[config.mk]
export PLATFORM = sky130hd
export DESIGN_NAME = cci_cell
export DESIGN_NICKNAME = d
export VERILOG_FILES = /design/src/rtl/cci_pkg.sv /design/src/rtl/cci_cell.sv
export SDC_FILE = /design/constraint.sdc
export NUM_CORES = 1
export LEC_CHECK = 0
export BUFFER_PORTS_ARGS = -buffer_cell sky130_fd_sc_hd__buf_2
export CAP_MARGIN = 5
export CORE_MARGIN = 3
export CORE_UTILIZATION = 36
export CTS_CLUSTER_SIZE = 25
export DETAILED_ROUTE_END_ITERATION = 8
export PLACE_DENSITY = 0.79
export SYNTH_ARGS = -nofsm -noshare
export SYNTH_HDL_FRONTEND = slang
export SYNTH_SLANG_ARGS = --single-unit
[constraint.sdc]
create_clock -name aclk -period 1.5 [get_ports aclk]
set_clock_uncertainty 0.05 [all_clocks]
set_input_delay 0.3 -clock aclk [delete_from_list [all_inputs] [get_ports aclk]]
set_output_delay 0.3 -clock aclk [all_outputs]
set_load 0.02 [all_outputs]
[src/rtl/cci_pkg.sv]
package cci_pkg;

    // Default depth of the sample chain.
    localparam int MAX_WINDOW_DEF = 64;

    // Reset value of the window length register.
    localparam logic [6:0] WINDOW_LENGTH_RST = 7'd20;

    // Width of the shared divider operands.
    localparam int DIV_W = 64;

    // Sequencer states.
    typedef enum logic [2:0] {
        ST_IDLE,
        ST_SUM,
        ST_MEAN,
        ST_DEV,
        ST_DEVDIV,
        ST_QUOT,
        ST_OUT
    } state_t;

    // Per-cycle control for every cell in the chain.
    typedef struct packed {
        logic shift;   // append: take the neighbor toward the newest end
        logic rotate;  // walk: take the neighbor toward the oldest end
        logic load;    // replace: take the input sample directly
    } cell_ctrl_t;

endpackage

[src/rtl/cci_cell.sv]
module cci_cell (
    input  logic                aclk,
    input  cci_pkg::cell_ctrl_t ctrl,
    input  logic signed [31:0]  shift_in,
    input  logic signed [31:0]  rot_in,
    output logic signed [31:0]  data_out
);

    logic signed [31:0] data_reg;

    // One stored sample, handed to a neighbor on a shift or a rotation.
    always_ff @(posedge aclk) begin
        if (ctrl.shift || ctrl.load) begin
            data_reg <= shift_in;
        end else if (ctrl.rotate) begin
            data_reg <= rot_in;
        end
    end

    assign data_out = data_reg;

endmodule

==> flow_summary.json <==
{
  "outcome": "complete, no violations",
  "pwr-share-clk_pct": 28.0,
  "numClockSinks": 32,
  "vias_per_cell": 4.57,
  "synth_compound_area_share_pct": 0,
  "yosysUniqueCellTypes": 6,
  "ant_nets": 0,
  "final_common_cell": "buf_2",
  "critical_path_class": "reg -> out",
  "end_kind": "output pin",
  "min_path_type": "in -> reg",
  "rsz0062_at_grt": "no",
  "grt_pass1_wl_um": 4790,
  "p_leak_nw": 0.922,
  "synth-simple-area-share_pct": 1.35,
  "cellPowerDensity_mw_per_mm2": 1050,
  "fin_nets": 243,
  "min_period_over_period_pct": 78.8,
  "synthXorXnorAreaFrac_pct": 0,
  "wl_per_cell_um": 14.5,
  "grt_pass1_vias": 1057,
  "seqPwrFrac_pct": 52.1,
  "path_cells": "buf_2",
  "dieArea_mm2": 0.00464,
  "layout_setup_ws_ns": 0.318,
  "firstDrtPassIters": 4,
  "cts_tree": "built",
  "core-area_mm2": 0.00352,
  "p_int_mw": 1.61,
  "slew_headroom_pct": 88.4,
  "syn_area_mm2": 0.00139,
  "cts_buffers": 5,
  "arrival_ns": 0.83,
  "overflow": 0,
  "fp-row-count": 21,
  "synth_area_leaders": "edfxtp_1, mux2_2, clkbuf_8, mux2_4, nor2_4",
  "fin_setup_tns_ns": 0,
  "post_cts.repair.setup_buffers": 0,
  "boundaryPins": 100,
  "synth_top_area_cell": "edfxtp_1",
  "synth_warnings": 0,
  "crit_buf_inv": 1,
  "cpLargestDelayFamily": "flip-flops",
  "fin_area_mm2": 0.00204,
  "synthAdderAreaFrac_pct": 0,
  "h-tree-depth": 2,
  "ctsHoldBuffers": 0,
  "cpPeakStageDelay_ns": 0.39,
  "cp_slowest_cell": "edfxtp_1",
  "path_clk_slew_ns": 0.06,
  "synthMuxAreaShare_pct": 26.5,
  "grt_util_all_layers_pct": 14.9,
  "irDropWorstVdd_v": 0.000575,
  "seq_area_frac_synth_pct": 69.2,
  "utilization_pct": 57.9,
  "diodes": 0,
  "syn_avg_cell_area_um2": 20.1,
  "die_w_um": 68.1,
  "cp_max_fo": 1,
  "preCtsSetupSlack_ns": 0.0634,
  "grt_max_degree": 33,
  "start_util_pct": 39.4,
  "worstMarginPinSlew_ns": 0.174,
  "ctsResizeCount": 0,
  "vias": 1009,
  "postPlaceCellArea_mm2": 0.00196,
  "switchingPower_mw": 0.538,
  "pwr-share-comb_pct": 20.0,
  "final_cell_mix": "buf_2, edfxtp_1, mux2_2",
  "die_h_um": 68.1,
  "total_power_mw": 2.15,
  "place_congestion": 0.704,
  "drive_above_1_share_pct": 81.1,
  "drt_iter0_markers": 24,
  "synth_top_family_by_area": "multiplexers",
  "ctsRootBufferMaster": "clkbuf_8",
  "min_period_ns": 1.18,
  "routed_wl_um": 3210,
  "swShare_pct": 25.1,
  "drv_cap": 0,
  "synth_top_cell_area_share_pct": 69.2,
  "synthToLayoutAreaGrowth_pct": 46.8,
  "largest_reg_flops": 32,
  "hold_violations": 0,
  "clockBufferDepth": 2,
  "dpl.hpwl_um": 2520,
  "synth_cells": 69,
  "fmax_mhz": 846,
  "ys_ff_latch": 32,
  "io_buffers": 99,
  "drc": 0,
  "setup_viol": 0,
  "synth_nets": 137,
  "critPathRequiredTime_ns": 1.15,
  "antenna_found_initial": 0,
  "final_max_slew_viol_count": 0,
  "crit_path_start_kind": "register"
}
## cell usage after synthesis, drive strengths merged
cell type / n
or3: 1
clkbuf: 3
nor2: 1
edfxtp: 32
mux2: 32
## power by group through the flow
stage | Sequential (mW) | Combinational, mW | Clock, mW
2_1_floorplan | 1.26 | 0.106 | 0
3_3_place_gp | 1.13 | 0.424 | 0
3_5_place_dp | 1.14 | 0.433 | 0
4_1_cts | 1.12 | 0.435 | 0.619
5_1_grt | 1.12 | 0.461 | 0.670
6_report | 1.12 | 0.428 | 0.600
## per-stage QoR
stage	hold slack, ns	instances
2_1_floorplan	0.467	69
3_3_place_gp	0.553	214
3_5_place_dp	0.556	214
4_1_cts	0.266	221
5_1_grt	0.259	221
6_report	0.272	221
## cells by family (layout without fill, tap and decap cells)
group	after synthesis	in the layout
buf+inv	3	109
flops	32	32
mux	32	32
simple gates	2	2
## worst paths after layout
| check | start | endpoint | slack (ns) | cells past startpoint |
|---|---|---|---|---|
| worst min-delay path | rot_in[10] | data_out[10]$_DFFE_PP_ | 0.27 | 2 |
| worst max-delay path | data_out[30]$_DFFE_PP_ | data_out[30] | 0.32 | 1 |
## layer usage
metal  GRT usage, %  part of all wire, %  up-vias
met4           8.93                  1.3        0
met1           15.2                   36      466
met3           4.27                   10        4
li1               -                    -      480
met5              0                    0        -
met2           26.6                   52       59
## cell type report
type | count | area (µm²)
clock buffer | 6 | 72.6
clock inverter | 1 | 5.00
fill | 296 | 1480
multi-input combinational | 34 | 387
sequential | 32 | 961
tap | 46 | 57.6
timing repair buffer | 102 | 556
Note: power is estimated with default switching activity, not from simulation.
