===== config.mk =====
export PLATFORM = sky130hd
export DESIGN_NAME = cci_div
export DESIGN_NICKNAME = d
export VERILOG_FILES = /design/src/rtl/cci_pkg.sv /design/src/rtl/cci_div.sv
export SDC_FILE = /design/constraint.sdc
export NUM_CORES = 1
export LEC_CHECK = 0
export BUFFER_PORTS_ARGS = -buffer_cell sky130_fd_sc_hd__buf_2
export CAP_MARGIN = 10
export CORE_MARGIN = 1
export CORE_UTILIZATION = 64
export CTS_CLUSTER_DIAMETER = 150
export DETAILED_ROUTE_END_ITERATION = 16
export PLACE_DENSITY = 0.92
export SLEW_MARGIN = 20
export SYNTH_ARGS = -nofsm -noshare
export SYNTH_HDL_FRONTEND = slang
export SYNTH_SLANG_ARGS = --single-unit

===== constraint.sdc =====
create_clock -name aclk -period 10.1 [get_ports aclk]
set_input_delay 1.515 -clock aclk [delete_from_list [all_inputs] [get_ports aclk]]
set_output_delay 1.515 -clock aclk [all_outputs]
set_load 0.005 [all_outputs]

===== src/rtl/cci_pkg.sv =====
package cci_pkg;

    // Default depth of the sample chain.
    localparam int MAX_WINDOW_DEF = 64;

    // Reset value of the window length register.
    localparam logic [6:0] WINDOW_LENGTH_RST = 7'd20;

    // Width of the shared divider operands.
    localparam int DIV_W = 64;

    // Sequencer states.
    typedef enum logic [2:0] {
        ST_IDLE,
        ST_SUM,
        ST_MEAN,
        ST_DEV,
        ST_DEVDIV,
        ST_QUOT,
        ST_OUT
    } state_t;

    // Per-cycle control for every cell in the chain.
    typedef struct packed {
        logic shift;   // append: take the neighbor toward the newest end
        logic rotate;  // walk: take the neighbor toward the oldest end
        logic load;    // replace: take the input sample directly
    } cell_ctrl_t;

endpackage


===== src/rtl/cci_div.sv =====
module cci_div (
    input  logic                             aclk,
    input  logic                             aresetn,
    input  logic                             start,
    input  logic signed [cci_pkg::DIV_W-1:0] num,
    input  logic signed [cci_pkg::DIV_W-1:0] den,
    output logic                             done,
    output logic signed [cci_pkg::DIV_W-1:0] quot
);

    localparam int W  = cci_pkg::DIV_W;
    localparam int CW = $clog2(W);

    logic          busy_reg;
    logic          done_reg;
    logic [CW-1:0] cnt_reg;
    logic          neg_reg;
    logic [W-1:0]  a_reg;
    logic [W-1:0]  b_reg;
    logic [W-1:0]  rem_reg;
    logic [W:0]    rem_sh;
    logic [W:0]    rem_sub;
    logic          fits;

    // One restoring step: shift in the next dividend bit and try the divisor.
    assign rem_sh  = {rem_reg, a_reg[W-1]};
    assign rem_sub = rem_sh - {1'b0, b_reg};
    assign fits    = (rem_sh >= {1'b0, b_reg});

    always_ff @(posedge aclk) begin
        if (!aresetn) begin
            busy_reg <= 1'b0;
            done_reg <= 1'b0;
            cnt_reg  <= '0;
        end else begin
            done_reg <= 1'b0;
            if (start) begin
                busy_reg <= 1'b1;
                cnt_reg  <= '0;
            end else if (busy_reg) begin
                cnt_reg <= cnt_reg + 1'b1;
                if (cnt_reg == CW'(W - 1)) begin
                    busy_reg <= 1'b0;
                    done_reg <= 1'b1;
                end
            end
        end
    end

    // Magnitudes are divided; the sign is applied at the end (truncation toward zero).
    always_ff @(posedge aclk) begin
        if (start) begin
            neg_reg <= num[W-1] ^ den[W-1];
            a_reg   <= num[W-1] ? W'(-num) : W'(num);
            b_reg   <= den[W-1] ? W'(-den) : W'(den);
            rem_reg <= '0;
        end else if (busy_reg) begin
            rem_reg <= fits ? rem_sub[W-1:0] : rem_sh[W-1:0];
            a_reg   <= {a_reg[W-2:0], fits};
        end
    end

    assign done = done_reg;
    assign quot = neg_reg ? -signed'(a_reg) : signed'(a_reg);

endmodule


==> flow_summary_export.csv, run 1 <==
group,metric,value,unit
timing,slew_violations,0,
setup_path,cp_slowest_cell,"or4_4",
power,p_per_area,157,nW/um2
layout,antennaDiodeCount,0,
clocking,clk_latency,0.52,ns
placed_design,dpl_cell_area,16500,um2
setup_path,r2r_cells,13,
hold_path,worstHoldPathCells,2,
grt,antenna_found_initial,0,
route,drcViolationCount,0,
clocking,cts_tree,"yes",
run_status,outcome,"complete, no violations",
timing,tightest_slew,1.07,ns
synth,ys_ff_latch,201,
route,first_pass_iters,5,
floorplan,core_area,23500,um2
clocking,cts_root_buf,"clkbuf_16",
layout,area_growth,12.2,%
layout,multi_input_area,9360,um2
placed_design,dp_hpwl,29500,um
hold_path,hp-class,"reg -> reg",
synth,syn_nets,2004,
synth,ys_async_sr_fraction,0,%
timing,hold_violations,0,
floorplan,start_util,65.5,%
setup_path,crit_path_frequent_cell,"or4_4",
clocking,h-tree-depth,1,
setup_path,cp_max_fo,8,
synth,synth.yosys.warnings,0,
grt,grt_max_degree,86,
setup_path,start_kind,"register",
hold_path,holdPathEnd,"rem_reg[2]",
timing,setup-violations-final,0,
power,power.total,2720,uW
layout,finalNetCount,2135,
synth,synth_cell_type_count,65,
layout,most-common-layout-cells,"193 x buf_2, 154 x nor2_1, 154 x xnor2_1, 149 x nand2_1, 143 x a21oi_1",
clocking,cts_buffer_depth,3,
clocking,cts_setup_buffers,0,
run,cap_viol_max_count,0,
synth,yosysTopAreaCellShare,25.1,%
setup_path,r2r-end,"rem_reg[62]",
hold_path,worstHoldStart,"rem_reg[2]",
route,via_per_inst,6.33,
clocking,cts_made_buffers,23,
layout,regArea,5320,um2
clocking,ctsResizeCount,0,
grt,grt_overflow,0,
route,ant_nets,0,
timing,final.setup.tns,0,ns
setup_path,crit_buf_inv,1,
layout,finalInstanceArea,17300,um2
route,wl,41200,um
synth,synth_seq_area_share,34.5,%
timing,max_slew_margin,28.5,%
layout,final_core_util,73.5,%
route,drt-initial-drc-count,1450,
timing,maxClockFrequency,0.146,GHz
setup_path,cpLargestDelayFamily,"simple AND/OR/NAND/NOR gates",
floorplan,io-pin-count,196,
route,wl_per_cell,18.1,um
placed_design,port_buffers,195,
synth,synth_edf_count,129,
grt,grt_pass1_vias,13700,
clocking,cts_hold_buf,0,
setup_path,max_stage_delay,0.57,ns
synth,synthCells,1804,
timing,rsz0062_at_grt,"false",
setup_path,cp.required,8.59,ns
floorplan,row_count,56,
timing,fin_hold_ws,0.492,ns
setup_path,crit_type,"reg -> out",
placed_design,finalWeightedCongestion,0.962,
floorplan,die_area,24700,um2
grt,groute.usage.overall,33.2,%
timing,period_needed,6.84,ns
layout,layout_commonest_cell,"buf_2",
layout,fill_cells,1723,
clocking,clk_pin_slew_worst_paths,0.06,ns
synth,yosys_most_used_dff,"edfxtp_1",
setup_path,arrival,5.33,ns
timing,fin_crit_sh,67.7,%
setup_path,reg2reg_slack,4.99,ns
setup_path,crit_path_cell_trace,"or4_4 > or4_4 > or3_4 > or4_4 > or4_4 > or4_4 > or4_4 > or4_4 > o41ai_2 > xnor2_1 > buf_2",
grt,grt_pass1_wl,66400,um
synth,syn_area,15400,um2
layout,layout-drive-gt1-share,14.2,%
floorplan,die_h,157,um
timing,finalClockSkew,0.0143,ns
clocking,numClockSinks,201,
power,p_leak,0.00690,uW
power,ir_drop,0.143,mV
synth,synth.area.top_cells,"edfxtp_1 25%, dfxtp_1 9.3%, xnor2_1 8.7%",
floorplan,die_w,157,um
route,dr_total_vias,14400,
setup_path,cp-end-kind,"output pin",
setup_path,timing.rr.start,"a_reg[63]",
synth,synth_top_cell_by_area,"edfxtp_1",
synth,syn_avg_cell_area,8.55,um2
==> synth_stat cells, types with 3 or more instances <==
cell type / count
nand2_1: 149
buf_1: 5
edfxtp_1: 129
nor4_1: 10
a22o_1: 4
o21ai_0: 132
o21bai_1: 13
or4_4: 8
o221ai_1: 3
or4_1: 36
nand3_1: 27
nand2b_1: 9
nor3_1: 29
a21oi_1: 143
mux2_2: 5
a31oi_1: 11
o21a_1: 10
clkbuf_1: 92
o2111ai_1: 3
ha_1: 68
nand4_1: 26
inv_1: 98
nor2b_1: 8
and4_1: 4
xor2_1: 90
dfxtp_1: 72
or2_2: 12
or3_1: 27
mux2i_1: 37
a21o_1: 43
o211ai_1: 5
o31ai_1: 62
a211oi_1: 45
nor2_1: 154
or3_2: 3
o41ai_1: 30
a21boi_0: 6
xnor2_1: 154
and3_1: 8
==> where the power goes <==
group / internal [uW] / switching [uW]
clock: 547 / 346
sequential: 971 / 65.3
combinational: 327 / 463
total: 1840 / 874
==> worst max path at each step <==
stage | start | cells after the start | to | slack (ns)
detailed placement | a_reg[10] | 11 | quot[61] | 3.82
finish | a_reg[10] | 11 | quot[61] | 3.26
global placement | a_reg[11] | 11 | quot[61] | 3.96
global route | a_reg[10] | 11 | quot[61] | 3.11
CTS | a_reg[10] | 11 | quot[61] | 3.26
floorplan | a_reg[11] | 11 | quot[61] | 4.10
==> cells by family after synthesis <==
group,share of synthesized area (%)
AOI/OAI and AO/OA,21.8
adders and majority gates,5.65
and+or+nand+nor,16.5
xor gates and xnor gates,13.9
buffers and inverters,4.89
DFF,34.5
muxes,2.77
==> per-layer routing <==
metal	routed length, um	vias up	track usage [%]
li1	-	6833	-
met4	1530	0	13.9
met5	0	-	0
met1	16700	6662	41.6
met3	3630	133	5.73
met2	19300	748	56.5
==> stage by stage <==
step                std cells  setup slack (ns)
detailed placement       2229              3.82
CTS                      2270              3.26
finish                   2270              3.26
floorplan                1804              4.10
global placement         2229              3.96
global route             2270              3.11
==> worst min-delay path, cell delays in order, from the launching register on <==
cell	delay [ns]
dfxtp_1	0.33
nand2_1	0.05
o21ai_0	0.06
==> final cells by class <==
class                   instances  share of cell area [%]
repair buffers                205                    6.14
inverters                      99                    2.15
multi-input cells            1405                    54.1
flip-flops and latches        201                    30.7
clock inverters                14                    1.18
clock buffers                  27                    3.41
well taps                     319                    2.31
No activity file was read; power rests on OpenSTA's default activity.
==> inputs of run 2 (changes only) <==
Settings changed: ABC_AREA set to 1, CORE_UTILIZATION 64 to 56, PLACE_DENSITY 0.92 to 0.84.
Clock period 10.1 ns to 6.02 ns, I/O delays scaled along.
==> flow_summary_export.csv, run 2 <==
group,metric,value,unit
run_status,outcome,"complete, no violations",
placed_design,dp_hpwl,53100,um
route,wl_per_cell,17.2,um
synth,synthSimpleGateAreaFrac,39.7,%
synth,synth_seq_area_share,27.0,%
floorplan,io-pin-count,196,
layout,fill_cells,3429,
synth,synth_top_cell_by_area,"edfxtp_1",
hold_path,worstHoldStart,"rem_reg[45]",
clocking,cts_tree,"yes",
layout,final_cells,3841,
layout,multi_input_area,11900,um2
synth,syn_avg_cell_area,6.14,um2
floorplan,die_h,189,um
grt,antenna_found_initial,13,
synth,synth.area.top_cells,"edfxtp_1 20%, nand2_1 19%, inv_1 10%",
route,wl,66300,um
timing,fin_crit_sh,69.7,%
grt,groute.usage.overall,36.8,%
route,wl_met2,30800,um
timing,finalClockSkew,0.0242,ns
route,via_per_inst,5.45,
timing,tightest_slew,0.923,ns
synth,synthMuxAreaShare,0,%
clocking,clk_latency,0.57,ns
floorplan,die_area,35800,um2
setup_path,timing.rr.start,"b_reg[10]",
clocking,cts_root_buf,"clkbuf_16",
floorplan,die_w,189,um
route,ant_nets,0,
floorplan,row_count,68,
grt,grt_max_degree,74,
route,dr_total_vias,20900,
synth,synth_compound_area_share,7.47,%
clocking,cts_made_buffers,24,
synth,synth.top_cells.by_count,"1007 x nand2_1, 546 x inv_1, 365 x nor2_1",
synth,synthCells,3202,
route,top_layer_used,"met5",
synth,synth_top_family_by_area,"simple AND/OR/NAND/NOR gates",
route,wl_met1,26300,um
synth,yosysMostFrequentCell,"nand2_1",
grt,grt_overflow,0,
route,drt-initial-drc-count,1978,
placed_design,place_inst,3795,
setup_path,start_kind,"register",
synth,synth-xor-area-share,8.82,%
run,cap_viol_max_count,0,
timing,fin_hold_ws,0.470,ns
clocking,cts_buffer_depth,3,
setup_path,cp.required,5.12,ns
placed_design,port_buffers,195,
clocking,numClockSinks,201,
clocking,ctsResizeCount,0,
synth,synth_fa_ha_area_share,4.43,%
timing,maxClockFrequency,0.238,GHz
timing,setup-violations-final,0,
route,wl_met3,5160,um
power,p_per_area,192,nW/um2
clocking,h-tree-depth,1,
synth,ys_ff_latch,201,
setup_path,cp-end-kind,"output pin",
layout,most-common-layout-cells,"1007 x nand2_1, 545 x inv_1, 363 x nor2_1, 239 x nand3_1, 194 x buf_2",
grt,grt_pass1_vias,19800,
synth,synth_edf_count,129,
layout,area_growth,10.7,%
setup_path,setup.worst_path.start,"a_reg[0]",
setup_path,arrival,3.29,ns
clocking,clk_pin_slew_worst_paths,0.06,ns
setup_path,r2r_cells,15,
synth,yosys_most_used_dff,"edfxtp_1",
synth,syn_nets,3402,
route,drcViolationCount,0,
clocking,cts_setup_buffers,0,
hold_path,worstHoldPathCells,2,
timing,max_slew_margin,38.4,%
floorplan,start_util,56.9,%
timing,hold_violations,0,
synth,synth_cell_type_count,46,
layout,finalNetCount,3566,
timing,slew_violations,0,
timing,final.setup.tns,0,ns
hold_path,hp-class,"reg -> reg",
synth,synth.yosys.warnings,0,
placed_design,finalWeightedCongestion,1.05,
synth,syn_area,19700,um2
power,ir_drop,0.165,mV
setup_path,crit_type,"reg -> out",
layout,layout-drive-gt1-share,8.84,%
timing,period_needed,4.19,ns
grt,grt_pass1_wl,103000,um
clocking,cts_hold_buf,0,
timing,rsz0062_at_grt,"false",
synth,yosysTopAreaCellShare,19.7,%
synth,ys_async_sr_fraction,0,%
floorplan,core_area,34500,um2
layout,layout_commonest_cell,"nand2_1",
power,p_leak,0.0110,uW
setup_path,cp_max_fo,3,
layout,regArea,5320,um2
route,first_pass_iters,6,
-- run 2: cell types whose count changed in the layout (fill, tap and decap cells not counted), sizes merged, moves of 57 or more --
| cell | change |
|---|---|
| nand2 | +865 |
| inv | +455 |
| nor2 | +225 |
| nand3 | +216 |
| xnor2 | -88 |
| a21oi | -61 |
| o31ai | -57 |
-- run 2: path summary, 6_finish.rpt --
path                               endpoint  slack [ns]
worst max-delay path               quot[62]        1.83
worst max register to register  rem_reg[28]        2.94
worst min register to register  rem_reg[45]        0.47
worst min-delay path            rem_reg[45]        0.47
-- run 2: per-layer routing --
metal	vias up	GRT usage (%)
met3	217	6.25
met2	901	62.8
met4	20	19.6
met1	9375	44.2
li1	10400	-
met5	-	0
-- run 2: final cells by class --
type	count	share of cell area (%)
diodes	2	0.0230
clock inverters	11	0.644
inverters	553	9.55
flip-flops and latches	201	24.4
repair buffers	208	4.95
clock buffers	33	3.11
well taps	455	2.62
multi-input cells	2378	54.7
-- run 2: cells by family after synthesis --
logic type,after synthesis
xor+xnor,198
flops,201
buf+inv,623
fa+ha+maj,69
simple gates,1836
compound gates,275
-- run 2: critical path, cell delays in order (launching register included) --
cell and delay, ns:
edfxtp_1 0.38, inv_1 0.10, ha_1 0.17, nand3_1 0.12
nor2_1 0.25, nand4_1 0.29, nand2_1 0.22, nand2_2 0.09
nor2_1 0.42, o21ai_1 0.21, nand3b_1 0.22, xor2_1 0.14
buf_2 0.13
-- run 2: report_power, final --
| part | switching (uW) | internal (uW) |
|---|---|---|
| Clock | 632 | 880 |
| Sequential | 73.5 | 1590 |
| Combinational | 654 | 332 |
| Total | 1360 | 2810 |
-- run 2: metrics by stage --
step / total power, uW / utilization (%) / setup slack, ns / cell area [um2]
after detailed placement: 2650 / 60.6 / 2.54 / 20900
after floorplan: 2260 / - / 2.21 / 19700
final: 4170 / 63.0 / 1.83 / 21700
after global routing: 4340 / 62.9 / 1.63 / 21700
after global placement: 2650 / 60.6 / 2.60 / 20900
after CTS: 4160 / 62.9 / 1.93 / 21700
